[src/hdl/pcbl_pkg.sv]
`timescale 1ns / 1ps
`default_nettype none

package pcbl_pkg;

	// Default number of client buckets in the table.
	localparam int TABLE_ENTRIES_DEF = 16;

	// Field widths.
	localparam int ADDR_W  = 32;
	localparam int TIME_W  = 32;
	localparam int TOK_W   = 10;
	localparam int CFG_W   = 10;
	localparam int PROD_W  = TIME_W + CFG_W;
	localparam int SUM_W   = PROD_W + 1;

	// One table word: {time, tokens, address}, address in the lowest bits.
	localparam int WORD_W  = ADDR_W + TOK_W + TIME_W;

	// Stream word widths.
	localparam int S_DATA_W = 64;
	localparam int M_DATA_W = 16;

	// Register indexes on the configuration port.
	localparam logic REG_BURST = 1'b0;
	localparam logic REG_RATE  = 1'b1;

	// Register reset values.
	localparam logic [CFG_W-1:0] BURST_RST = 10'd20;
	localparam logic [CFG_W-1:0] RATE_RST  = 10'd10;

	// Commands from the controller to the datapath.
	typedef struct packed {
		logic load;    // capture the request word and clear the search flags
		logic scan;    // table search is running; read one entry per cycle
		logic pick;    // choose the slot and work out elapsed time and base tokens
		logic mul;     // multiply elapsed time by the refill rate
		logic finish;  // clamp, grant, write the slot back and load the output
	} cmd_t;

	// Status from the datapath to the controller.
	typedef struct packed {
		logic match;     // the entry compared this cycle holds the request address
		logic last;      // the entry compared this cycle is the last slot
		logic out_busy;  // the output register holds a word that is not taken
	} sts_t;

endpackage

`default_nettype wire

[src/hdl/pcbl_ram.sv]
`timescale 1ns / 1ps
`default_nettype none

// Simple dual-port RAM: one write port, one read port with registered data.
module pcbl_ram #(
	parameter int WIDTH = 8,
	parameter int DEPTH = 16
) (
	input  wire logic                     clk,
	input  wire logic                     we,
	input  wire logic [$clog2(DEPTH)-1:0] waddr,
	input  wire logic [WIDTH-1:0]         wdata,
	input  wire logic                     re,
	input  wire logic [$clog2(DEPTH)-1:0] raddr,
	output logic      [WIDTH-1:0]         rdata
);

	logic [WIDTH-1:0] mem_q [DEPTH];
	logic [WIDTH-1:0] rdata_q;

	// Write port.
	always_ff @(posedge clk) begin
		if (we) begin
			mem_q[waddr] <= wdata;
		end
	end

	// Registered read port.
	always_ff @(posedge clk) begin
		if (re) begin
			rdata_q <= mem_q[raddr];
		end
	end

	assign rdata = rdata_q;

endmodule

`default_nettype wire

[src/hdl/pcbl_ctrl.sv]
`timescale 1ns / 1ps
`default_nettype none

// Request sequencer: accepts a word, walks the table, then steps the
// arithmetic and write-back.
module pcbl_ctrl #(
	parameter int TABLE_ENTRIES = pcbl_pkg::TABLE_ENTRIES_DEF
) (
	input  wire logic                             clk,
	input  wire logic                             arst_n,
	input  wire logic                             s_tvalid,
	output logic                                  s_tready,
	input  wire pcbl_pkg::sts_t                   sts,
	output pcbl_pkg::cmd_t                        cmd,
	output logic [$clog2(TABLE_ENTRIES)-1:0]      rd_addr
);

	localparam int IW = $clog2(TABLE_ENTRIES);
	localparam logic [IW-1:0] LAST_IDX = IW'(TABLE_ENTRIES - 1);

	typedef enum logic [4:0] {
		ST_IDLE = 5'b00001,
		ST_SCAN = 5'b00010,
		ST_PICK = 5'b00100,
		ST_MUL  = 5'b01000,
		ST_FIN  = 5'b10000
	} state_t;

	state_t        state_q;
	state_t        state_d;
	logic [IW-1:0] cnt_q;
	logic          accept;

	assign s_tready = (state_q == ST_IDLE);
	assign accept   = s_tvalid && s_tready;

	// Next state.
	always_comb begin
		state_d = state_q;
		case (state_q)
			ST_IDLE: begin
				if (accept) begin
					state_d = ST_SCAN;
				end
			end
			ST_SCAN: begin
				if (sts.match || sts.last) begin
					state_d = ST_PICK;
				end
			end
			ST_PICK: begin
				state_d = ST_MUL;
			end
			ST_MUL: begin
				state_d = ST_FIN;
			end
			ST_FIN: begin
				if (!sts.out_busy) begin
					state_d = ST_IDLE;
				end
			end
			default: begin
				state_d = ST_IDLE;
			end
		endcase
	end

	always_ff @(posedge clk or negedge arst_n) begin
		if (!arst_n) begin
			state_q <= ST_IDLE;
		end else begin
			state_q <= state_d;
		end
	end

	// Read address for the table search; it holds at the last slot.
	always_ff @(posedge clk or negedge arst_n) begin
		if (!arst_n) begin
			cnt_q <= '0;
		end else if (accept) begin
			cnt_q <= '0;
		end else if (state_q == ST_SCAN && cnt_q != LAST_IDX) begin
			cnt_q <= cnt_q + 1'b1;
		end
	end

	assign rd_addr = cnt_q;

	// Commands to the datapath.
	always_comb begin
		cmd.load   = accept;
		cmd.scan   = (state_q == ST_SCAN);
		cmd.pick   = (state_q == ST_PICK);
		cmd.mul    = (state_q == ST_MUL);
		cmd.finish = (state_q == ST_FIN) && !sts.out_busy;
	end

	// A new word always starts a search.
	a_accept_scan: assert property (@(posedge clk) disable iff (!arst_n)
		accept |=> state_q == ST_SCAN)
		else $error("search did not start after an accepted word");

	// A hit ends the search at once.
	a_match_pick: assert property (@(posedge clk) disable iff (!arst_n)
		(state_q == ST_SCAN) && sts.match |=> state_q == ST_PICK)
		else $error("search went on after a hit");

	// A finished request returns the sequencer to idle.
	a_fin_idle: assert property (@(posedge clk) disable iff (!arst_n)
		cmd.finish |=> state_q == ST_IDLE)
		else $error("sequencer did not return to idle after write-back");

endmodule

`default_nettype wire

[src/hdl/pcbl_dp.sv]
`timescale 1ns / 1ps
`default_nettype none

// Bucket datapath: table storage, search compare, refill arithmetic,
// configuration registers and the output register.
module pcbl_dp #(
	parameter int TABLE_ENTRIES = pcbl_pkg::TABLE_ENTRIES_DEF
) (
	input  wire logic                                  clk,
	input  wire logic                                  arst_n,
	input  wire pcbl_pkg::cmd_t                        cmd,
	input  wire logic [$clog2(TABLE_ENTRIES)-1:0]      rd_addr,
	output pcbl_pkg::sts_t                             sts,
	input  wire logic [pcbl_pkg::ADDR_W-1:0]           req_addr,
	input  wire logic [pcbl_pkg::TIME_W-1:0]           req_now,
	input  wire logic                                  cfg_we,
	input  wire logic                                  cfg_idx,
	input  wire logic [pcbl_pkg::CFG_W-1:0]            cfg_data,
	output logic                                       out_valid,
	input  wire logic                                  out_ready,
	output logic                                       out_granted,
	output logic [pcbl_pkg::TOK_W-1:0]                 out_left
);

	localparam int IW = $clog2(TABLE_ENTRIES);
	localparam logic [IW-1:0] LAST_IDX = IW'(TABLE_ENTRIES - 1);

	// Configuration registers.
	logic [pcbl_pkg::CFG_W-1:0] burst_q;
	logic [pcbl_pkg::CFG_W-1:0] rate_q;

	always_ff @(posedge clk or negedge arst_n) begin
		if (!arst_n) begin
			burst_q <= pcbl_pkg::BURST_RST;
			rate_q  <= pcbl_pkg::RATE_RST;
		end else if (cfg_we) begin
			case (cfg_idx)
				pcbl_pkg::REG_BURST: burst_q <= cfg_data;
				pcbl_pkg::REG_RATE:  rate_q  <= cfg_data;
				default: begin
				end
			endcase
		end
	end

	// Request capture.
	logic [pcbl_pkg::ADDR_W-1:0] req_addr_q;
	logic [pcbl_pkg::TIME_W-1:0] req_now_q;

	always_ff @(posedge clk) begin
		if (cmd.load) begin
			req_addr_q <= req_addr;
			req_now_q  <= req_now;
		end
	end

	// Table storage and per-slot valid bits.
	logic [TABLE_ENTRIES-1:0]      valid_q;
	logic [pcbl_pkg::WORD_W-1:0]   rd_data;
	logic [pcbl_pkg::WORD_W-1:0]   wr_data;
	logic [IW-1:0]                 slot_q;

	pcbl_ram #(
		.WIDTH (pcbl_pkg::WORD_W),
		.DEPTH (TABLE_ENTRIES)
	) u_table (
		.clk   (clk),
		.we    (cmd.finish),
		.waddr (slot_q),
		.wdata (wr_data),
		.re    (cmd.scan),
		.raddr (rd_addr),
		.rdata (rd_data)
	);

	logic [pcbl_pkg::ADDR_W-1:0] rd_addr_f;
	logic [pcbl_pkg::TOK_W-1:0]  rd_tok_f;
	logic [pcbl_pkg::TIME_W-1:0] rd_time_f;

	assign rd_addr_f = rd_data[pcbl_pkg::ADDR_W-1:0];
	assign rd_tok_f  = rd_data[pcbl_pkg::ADDR_W +: pcbl_pkg::TOK_W];
	assign rd_time_f = rd_data[pcbl_pkg::ADDR_W + pcbl_pkg::TOK_W +: pcbl_pkg::TIME_W];

	// Compare stage: the read data belongs to the index issued in the previous cycle.
	logic          cmp_vld_s1;
	logic [IW-1:0] cmp_idx_s1;
	logic          cmp_on;
	logic          cmp_slot_valid;
	logic          cmp_match;

	always_ff @(posedge clk or negedge arst_n) begin
		if (!arst_n) begin
			cmp_vld_s1 <= 1'b0;
		end else begin
			cmp_vld_s1 <= cmd.scan;
		end
	end

	always_ff @(posedge clk) begin
		cmp_idx_s1 <= rd_addr;
	end

	assign cmp_on         = cmp_vld_s1 && cmd.scan;
	assign cmp_slot_valid = valid_q[cmp_idx_s1];
	assign cmp_match      = cmp_on && cmp_slot_valid && (rd_addr_f == req_addr_q);

	assign sts.match    = cmp_match;
	assign sts.last     = cmp_on && (cmp_idx_s1 == LAST_IDX);

	// Search results: the hit entry and the lowest free slot.
	logic                        hit_q;
	logic [IW-1:0]               hit_idx_q;
	logic [pcbl_pkg::TOK_W-1:0]  hit_tok_q;
	logic [pcbl_pkg::TIME_W-1:0] hit_time_q;
	logic                        free_q;
	logic [IW-1:0]               free_idx_q;

	always_ff @(posedge clk or negedge arst_n) begin
		if (!arst_n) begin
			hit_q  <= 1'b0;
			free_q <= 1'b0;
		end else if (cmd.load) begin
			hit_q  <= 1'b0;
			free_q <= 1'b0;
		end else begin
			if (cmp_match) begin
				hit_q <= 1'b1;
			end
			if (cmp_on && !cmp_slot_valid) begin
				free_q <= 1'b1;
			end
		end
	end

	always_ff @(posedge clk) begin
		if (cmp_match) begin
			hit_idx_q  <= cmp_idx_s1;
			hit_tok_q  <= rd_tok_f;
			hit_time_q <= rd_time_f;
		end
		if (cmp_on && !cmp_slot_valid && !free_q) begin
			free_idx_q <= cmp_idx_s1;
		end
	end

	// Slot choice; a full table replaces slots in round-robin order.
	logic [IW-1:0]               ptr_q;
	logic [pcbl_pkg::TIME_W-1:0] elapsed_q;
	logic [pcbl_pkg::TOK_W-1:0]  base_q;

	always_ff @(posedge clk or negedge arst_n) begin
		if (!arst_n) begin
			ptr_q <= '0;
		end else if (cmd.pick && !hit_q && !free_q) begin
			ptr_q <= (ptr_q == LAST_IDX) ? '0 : ptr_q + 1'b1;
		end
	end

	// A new client starts full with no time elapsed; time going back counts as zero.
	always_ff @(posedge clk) begin
		if (cmd.pick) begin
			if (hit_q) begin
				slot_q    <= hit_idx_q;
				base_q    <= hit_tok_q;
				elapsed_q <= (req_now_q >= hit_time_q) ? req_now_q - hit_time_q : '0;
			end else begin
				slot_q    <= free_q ? free_idx_q : ptr_q;
				base_q    <= burst_q;
				elapsed_q <= '0;
			end
		end
	end

	// Refill amount.
	logic [pcbl_pkg::PROD_W-1:0] prod_q;

	always_ff @(posedge clk) begin
		if (cmd.mul) begin
			prod_q <= pcbl_pkg::PROD_W'(elapsed_q) * pcbl_pkg::PROD_W'(rate_q);
		end
	end

	// Clamp to the burst limit, then spend one token if there is one.
	logic [pcbl_pkg::SUM_W-1:0] sum_w;
	logic [pcbl_pkg::TOK_W-1:0] tok_w;
	logic                       grant_w;
	logic [pcbl_pkg::TOK_W-1:0] left_w;

	always_comb begin
		sum_w   = pcbl_pkg::SUM_W'(prod_q) + pcbl_pkg::SUM_W'(base_q);
		tok_w   = (sum_w > pcbl_pkg::SUM_W'(burst_q)) ? burst_q : sum_w[pcbl_pkg::TOK_W-1:0];
		grant_w = (tok_w != '0);
		left_w  = grant_w ? tok_w - 1'b1 : '0;
	end

	assign wr_data = {req_now_q, left_w, req_addr_q};

	always_ff @(posedge clk or negedge arst_n) begin
		if (!arst_n) begin
			valid_q <= '0;
		end else if (cmd.finish) begin
			valid_q[slot_q] <= 1'b1;
		end
	end

	// Output register.
	logic                       out_valid_q;
	logic                       out_granted_q;
	logic [pcbl_pkg::TOK_W-1:0] out_left_q;

	always_ff @(posedge clk or negedge arst_n) begin
		if (!arst_n) begin
			out_valid_q <= 1'b0;
		end else if (cmd.finish) begin
			out_valid_q <= 1'b1;
		end else if (out_ready) begin
			out_valid_q <= 1'b0;
		end
	end

	always_ff @(posedge clk) begin
		if (cmd.finish) begin
			out_granted_q <= grant_w;
			out_left_q    <= left_w;
		end
	end

	assign sts.out_busy = out_valid_q && !out_ready;
	assign out_valid    = out_valid_q;
	assign out_granted  = out_granted_q;
	assign out_left     = out_left_q;

	// Every write-back produces an output word.
	a_fin_out: assert property (@(posedge clk) disable iff (!arst_n)
		cmd.finish |=> out_valid_q && valid_q[slot_q])
		else $error("write-back without output word or slot valid bit");

	// A refused request reports no tokens.
	a_refuse_zero: assert property (@(posedge clk) disable iff (!arst_n)
		out_valid_q && !out_granted_q |-> out_left_q == '0)
		else $error("refused request reports tokens");

	// A granted request leaves fewer tokens than the burst limit.
	a_grant_below: assert property (@(posedge clk) disable iff (!arst_n)
		cmd.finish && grant_w |-> left_w < burst_q)
		else $error("remaining tokens not below burst limit");

endmodule

`default_nettype wire

[src/hdl/per_client_token_bucket_limiter.sv]
`timescale 1ns / 1ps
`default_nettype none

// Per-client token bucket rate limiter. Each request word carries a client
// IPv4 address and the current time in seconds; the block answers with one
// word holding a grant flag and the whole tokens left in that client's bucket.
// Buckets live in a table of TABLE_ENTRIES slots; a new client takes the
// lowest free slot with a full bucket, and once the table is full slots are
// replaced in round-robin order. The search reads the table one slot per
// clock through a single RAM read port until it finds the client or
// reaches the last slot; after it the slot choice with the elapsed time,
// the refill multiply, and the clamp with the write-back follow in turn,
// and the write-back waits while the output register holds an untaken
// answer. A new request is accepted while the previous answer still waits
// in the output register. No clearing pass is needed after reset. Write
// burst_limit and refill_rate only while no request is in flight.
module per_client_token_bucket_limiter #(
	parameter int TABLE_ENTRIES = pcbl_pkg::TABLE_ENTRIES_DEF
) (
	input  wire logic                            clk,
	input  wire logic                            arst_n,
	// Request stream.
	input  wire logic                            s_tvalid,
	output logic                                 s_tready,
	input  wire logic [pcbl_pkg::S_DATA_W-1:0]   s_tdata,  // [31:0] client_ip, [63:32] now_seconds
	// Answer stream.
	output logic                                 m_tvalid,
	input  wire logic                            m_tready,
	output logic [pcbl_pkg::M_DATA_W-1:0]        m_tdata,  // [0] granted, [10:1] tokens_left, zero above
	// Configuration writes: index 0 burst_limit, index 1 refill_rate.
	input  wire logic                            cfg_we,
	input  wire logic                            cfg_idx,
	input  wire logic [pcbl_pkg::CFG_W-1:0]      cfg_data
);

	pcbl_pkg::cmd_t                    cmd;
	pcbl_pkg::sts_t                    sts;
	logic [$clog2(TABLE_ENTRIES)-1:0]  rd_addr;
	logic                              out_granted;
	logic [pcbl_pkg::TOK_W-1:0]        out_left;

	pcbl_ctrl #(
		.TABLE_ENTRIES (TABLE_ENTRIES)
	) u_ctrl (
		.clk      (clk),
		.arst_n   (arst_n),
		.s_tvalid (s_tvalid),
		.s_tready (s_tready),
		.sts      (sts),
		.cmd      (cmd),
		.rd_addr  (rd_addr)
	);

	pcbl_dp #(
		.TABLE_ENTRIES (TABLE_ENTRIES)
	) u_dp (
		.clk         (clk),
		.arst_n      (arst_n),
		.cmd         (cmd),
		.rd_addr     (rd_addr),
		.sts         (sts),
		.req_addr    (s_tdata[pcbl_pkg::ADDR_W-1:0]),
		.req_now     (s_tdata[pcbl_pkg::ADDR_W +: pcbl_pkg::TIME_W]),
		.cfg_we      (cfg_we),
		.cfg_idx     (cfg_idx),
		.cfg_data    (cfg_data),
		.out_valid   (m_tvalid),
		.out_ready   (m_tready),
		.out_granted (out_granted),
		.out_left    (out_left)
	);

	// Pack the answer word.
	assign m_tdata = {{(pcbl_pkg::M_DATA_W - pcbl_pkg::TOK_W - 1){1'b0}}, out_left, out_granted};

endmodule

`default_nettype wire
[config.mk]
export PLATFORM = sky130hd
export DESIGN_NAME = per_client_token_bucket_limiter
export DESIGN_NICKNAME = d
export VERILOG_FILES = /design/src/hdl/pcbl_pkg.sv /design/src/hdl/pcbl_ram.sv /design/src/hdl/pcbl_ctrl.sv /design/src/hdl/pcbl_dp.sv /design/src/hdl/per_client_token_bucket_limiter.sv
export SDC_FILE = /design/constraint.sdc
export NUM_CORES = 2
export LEC_CHECK = 0
export BUFFER_PORTS_ARGS = -buffer_cell sky130_fd_sc_hd__buf_2
export CAP_MARGIN = 20
export CORE_MARGIN = 2
export CORE_UTILIZATION = 50
export CTS_CLUSTER_SIZE = 10
export DETAILED_ROUTE_END_ITERATION = 16
export PLACE_DENSITY = 0.68
export SLEW_MARGIN = 20
export SYNTH_ARGS = -nofsm -noshare
export SYNTH_HDL_FRONTEND = slang
export SYNTH_SLANG_ARGS = --single-unit
[constraint.sdc]
create_clock -name clk -period 8 [get_ports clk]
set_input_delay 1.6 -clock clk [delete_from_list [all_inputs] [get_ports clk]]
set_output_delay 1.6 -clock clk [all_outputs]
set_load 0.01 [all_outputs]
==> results.json <==
{
  "finalWeightedCongestion": 0.851,
  "num-nets-final": 4605,
  "setup-tns-final_ns": 0,
  "cts_made_buffers": 176,
  "finClkSkew_ns": 0.0693,
  "synth.top_cells.by_count": "edfxtp_1, mux4_2, inv_1",
  "grt-ovfl-total": 0,
  "viasPerCell": 5.96,
  "fin_crit_sh_pct": 84.3,
  "core_mm2": 0.138,
  "hold_slack_ns": 0.416,
  "start_util_pct": 50.6,
  "cts_max_path_buffers": 3,
  "r2r_start": "u_dp.rate_q[1]",
  "dp.cells": 5768,
  "drcViolationCount": 0,
  "relSlewSlack_pct": 27.6,
  "cts_root_buf": "clkbuf_16",
  "grt_usage_pct": 22.9,
  "dieArea_mm2": 0.142,
  "final_cell_area_mm2": 0.0777,
  "cpMostUsedCell": "fa_1",
  "crit_chain": "buf_4 > nand2_1 > fa_1 > fa_1 > inv_1 > ha_1 > inv_1 > fa_1 > inv_1 > fa_1 > ha_1 > o21ai_0 > nor2_1 > o211ai_1 > o31ai_1 > a31oi_1 > o21ai_0 > a21oi_1 > o211ai_1 > a221oi_1 > xnor2_1",
  "cp_slowest_cell": "dfstp_2",
  "placed_cell_area_mm2": 0.0726,
  "yosysTopAreaCellShare_pct": 63.4,
  "fillCellCount": 10500,
  "slew_violations": 0,
  "ys_top_cells_by_area": "edfxtp_1, mux4_2, fa_1",
  "cp_data_arrival_time_ns": 7.29,
  "end_kind": "flip-flop",
  "synth-edff-count": 1471,
  "regArea_mm2": 0.0456,
  "cp.required_ns": 8.54,
  "first_pass_iters": 7,
  "drive_above_1_share_pct": 19.7,
  "drt_iter0_drc": 3855,
  "vias": 35900,
  "drt_wl_total_um": 159000,
  "area_growth_pct": 11.5,
  "wl_per_cell_um": 26.4,
  "clk_latency_ns": 0.83,
  "die_w_um": 377,
  "period_needed_ns": 6.74,
  "grt_pass1_wl_um": 240000,
  "tightest_slew_ns": 1.08,
  "ys_seq_elements": 1528,
  "cts_setup_buffers": 0,
  "cts.sinks": 1528,
  "crit_start": "u_dp.rate_q[1]",
  "synth_cell_types": 87,
  "status": "finished clean",
  "path_clk_slew_ns": 0.05,
  "fmax_ghz": 0.148,
  "p_leak_nw": 26.7,
  "cap_violations": 0,
  "multi_input_area_mm2": 0.0224,
  "synth_area_mm2": 0.0697,
  "postLayoutCoreUtil_pct": 56.4,
  "ys.flop_type": "edfxtp_1",
  "cts_tree": "built",
  "yosysSeqAreaShare_pct": 65.4,
  "powerDensity_mw_per_mm2": 396,
  "synth.avg_cell_area_um2": 17.5,
  "detail-route-antenna-nets": 0,
  "hold_viol_final": 0,
  "grt_antenna_before_repair": 7,
  "worstSetupPathType": "flip-flop to flip-flop",
  "postSynthCellCount": 3989,
  "setup-violations-final": 0,
  "layout.cells.non_filler": 6024,
  "max_stage_delay_ns": 0.75,
  "hold_path.startpoint": "u_dp.u_table.rdata[65]",
  "synth_most_common_cell": "edfxtp_1",
  "start_kind": "flip-flop",
  "chipHeight_um": 377,
  "rsz0062_at_grt": "no",
  "min-delay-path-class": "flip-flop to flip-flop",
  "fp-row-count": 136,
  "grt_start_max_net_pins": 108,
  "ctsHoldBuffers": 0,
  "cts_htree_levels": 4,
  "yosysTopAreaCell": "edfxtp_1",
  "synth-async-reset-ratio_pct": 3.47,
  "crit_fanout": 17,
  "ys_warn_count": 0,
  "io_buffers": 92,
  "ir_drop_mv": 0.765,
  "io_pins": 98,
  "postCtsResizedCells": 0,
  "hpwl_um": 93500,
  "grt_pass1_vias": 37800
}
metal layers:
metal,GRT usage (%),vias to the layer above,wire [um]
met5,0,-,0
met4,5.95,0,3290
met3,3.82,220,9570
met2,38.3,1212,79500
met1,31.6,19000,66400
li1,-,15400,-
kinds of logic (layout without fill, tap and decap cells):
logic type                 Yosys count  in the layout  share of synthesized area (%)
DFF                               1528           1528                           65.4
and+or+nand+nor                    742            742                           5.41
buffers and inverters              491            727                           2.74
muxes                              405            405                           12.6
adders and majority gates          372            372                           9.26
AOI/OAI and AO/OA                  335            335                           3.15
xor gates and xnor gates           115            115                           1.45
other                                1              6                        0.00538
report_power, final:
| group | switching, W | total [W] | internal, W |
|---|---|---|---|
| clock | 0.00310 | 0.00721 | 0.00412 |
| sequential | 0.000399 | 0.0103 | 0.00992 |
| combinational | 0.00758 | 0.0133 | 0.00570 |
registers in the layout, indices dropped and copies added, names as in the netlist, 10 cells and up:
name and cells:
u_dp.base_q 10, u_dp.burst_q 10, u_dp.elapsed_q 32, u_dp.hit_time_q 32, u_dp.hit_tok_q 10, u_dp.out_left 10
u_dp.prod_q 42, u_dp.rate_q 10, u_dp.req_addr_q 32, u_dp.req_now_q 32, u_dp.u_table.mem_q 1184, u_dp.u_table.rdata 74
u_dp.valid_q 16
placed cells by master (no fill, tap or decap), types with 44 or more instances in the layout:
cell type	synthesis	final
a21oi_1	91	91
and2_1	188	187
buf_2	11	92
buf_4	9	57
clkbuf_1	114	51
clkbuf_16	0	177
dfrtp_1	48	44
edfxtp_1	1471	1471
fa_1	240	240
ha_1	132	132
inv_1	309	308
mux4_2	375	375
nand2_1	248	248
nor2_1	108	96
o21ai_0	65	65
xnor2_1	55	55
xor2_1	60	60
path summary, 6_finish.rpt:
check | slack, ns | to | cells past startpoint
setup / recovery | 1.26 | u_dp.prod_q[40] | 21
hold / removal | 0.42 | u_dp.hit_time_q[23] | 0
setup reg to reg | 1.26 | u_dp.prod_q[40] | 21
hold reg to reg | 0.42 | u_dp.hit_time_q[23] | 0
max in group asynchronous | 6.39 | u_ctrl.rd_addr[2] | 2
min in group asynchronous | 0.95 | u_dp.burst_q[7] | 2
per-stage QoR:
stage | power (W) | worst slack (ns)
floorplan | 0.0202 | 1.41
global placement | 0.0238 | 1.41
detailed placement | 0.0239 | 1.29
CTS | 0.0311 | 1.31
global route | 0.0329 | 0.760
finish | 0.0308 | 1.26
critical path: cells and delay by family (launching register included):
family | cells | cell delay, ns
AOI/OAI and AO/OA | 8 | 2.29
xor gates and xnor gates | 1 | 0.15
adders and majority gates | 6 | 2.55
buffers and inverters | 4 | 0.45
and+or+nand+nor | 2 | 0.31
DFF | 1 | 0.75
layout make-up:
class	count	area share (%)
multi-input combinational	1974	28.9
clock inverter	26	0.615
timing repair buffer	164	1.53
sequential	1528	58.7
antenna	1	0.00322
inverter	309	1.50
clock buffer	228	5.94
tap	1794	2.89
No activity file was read; power rests on OpenSTA's default activity.
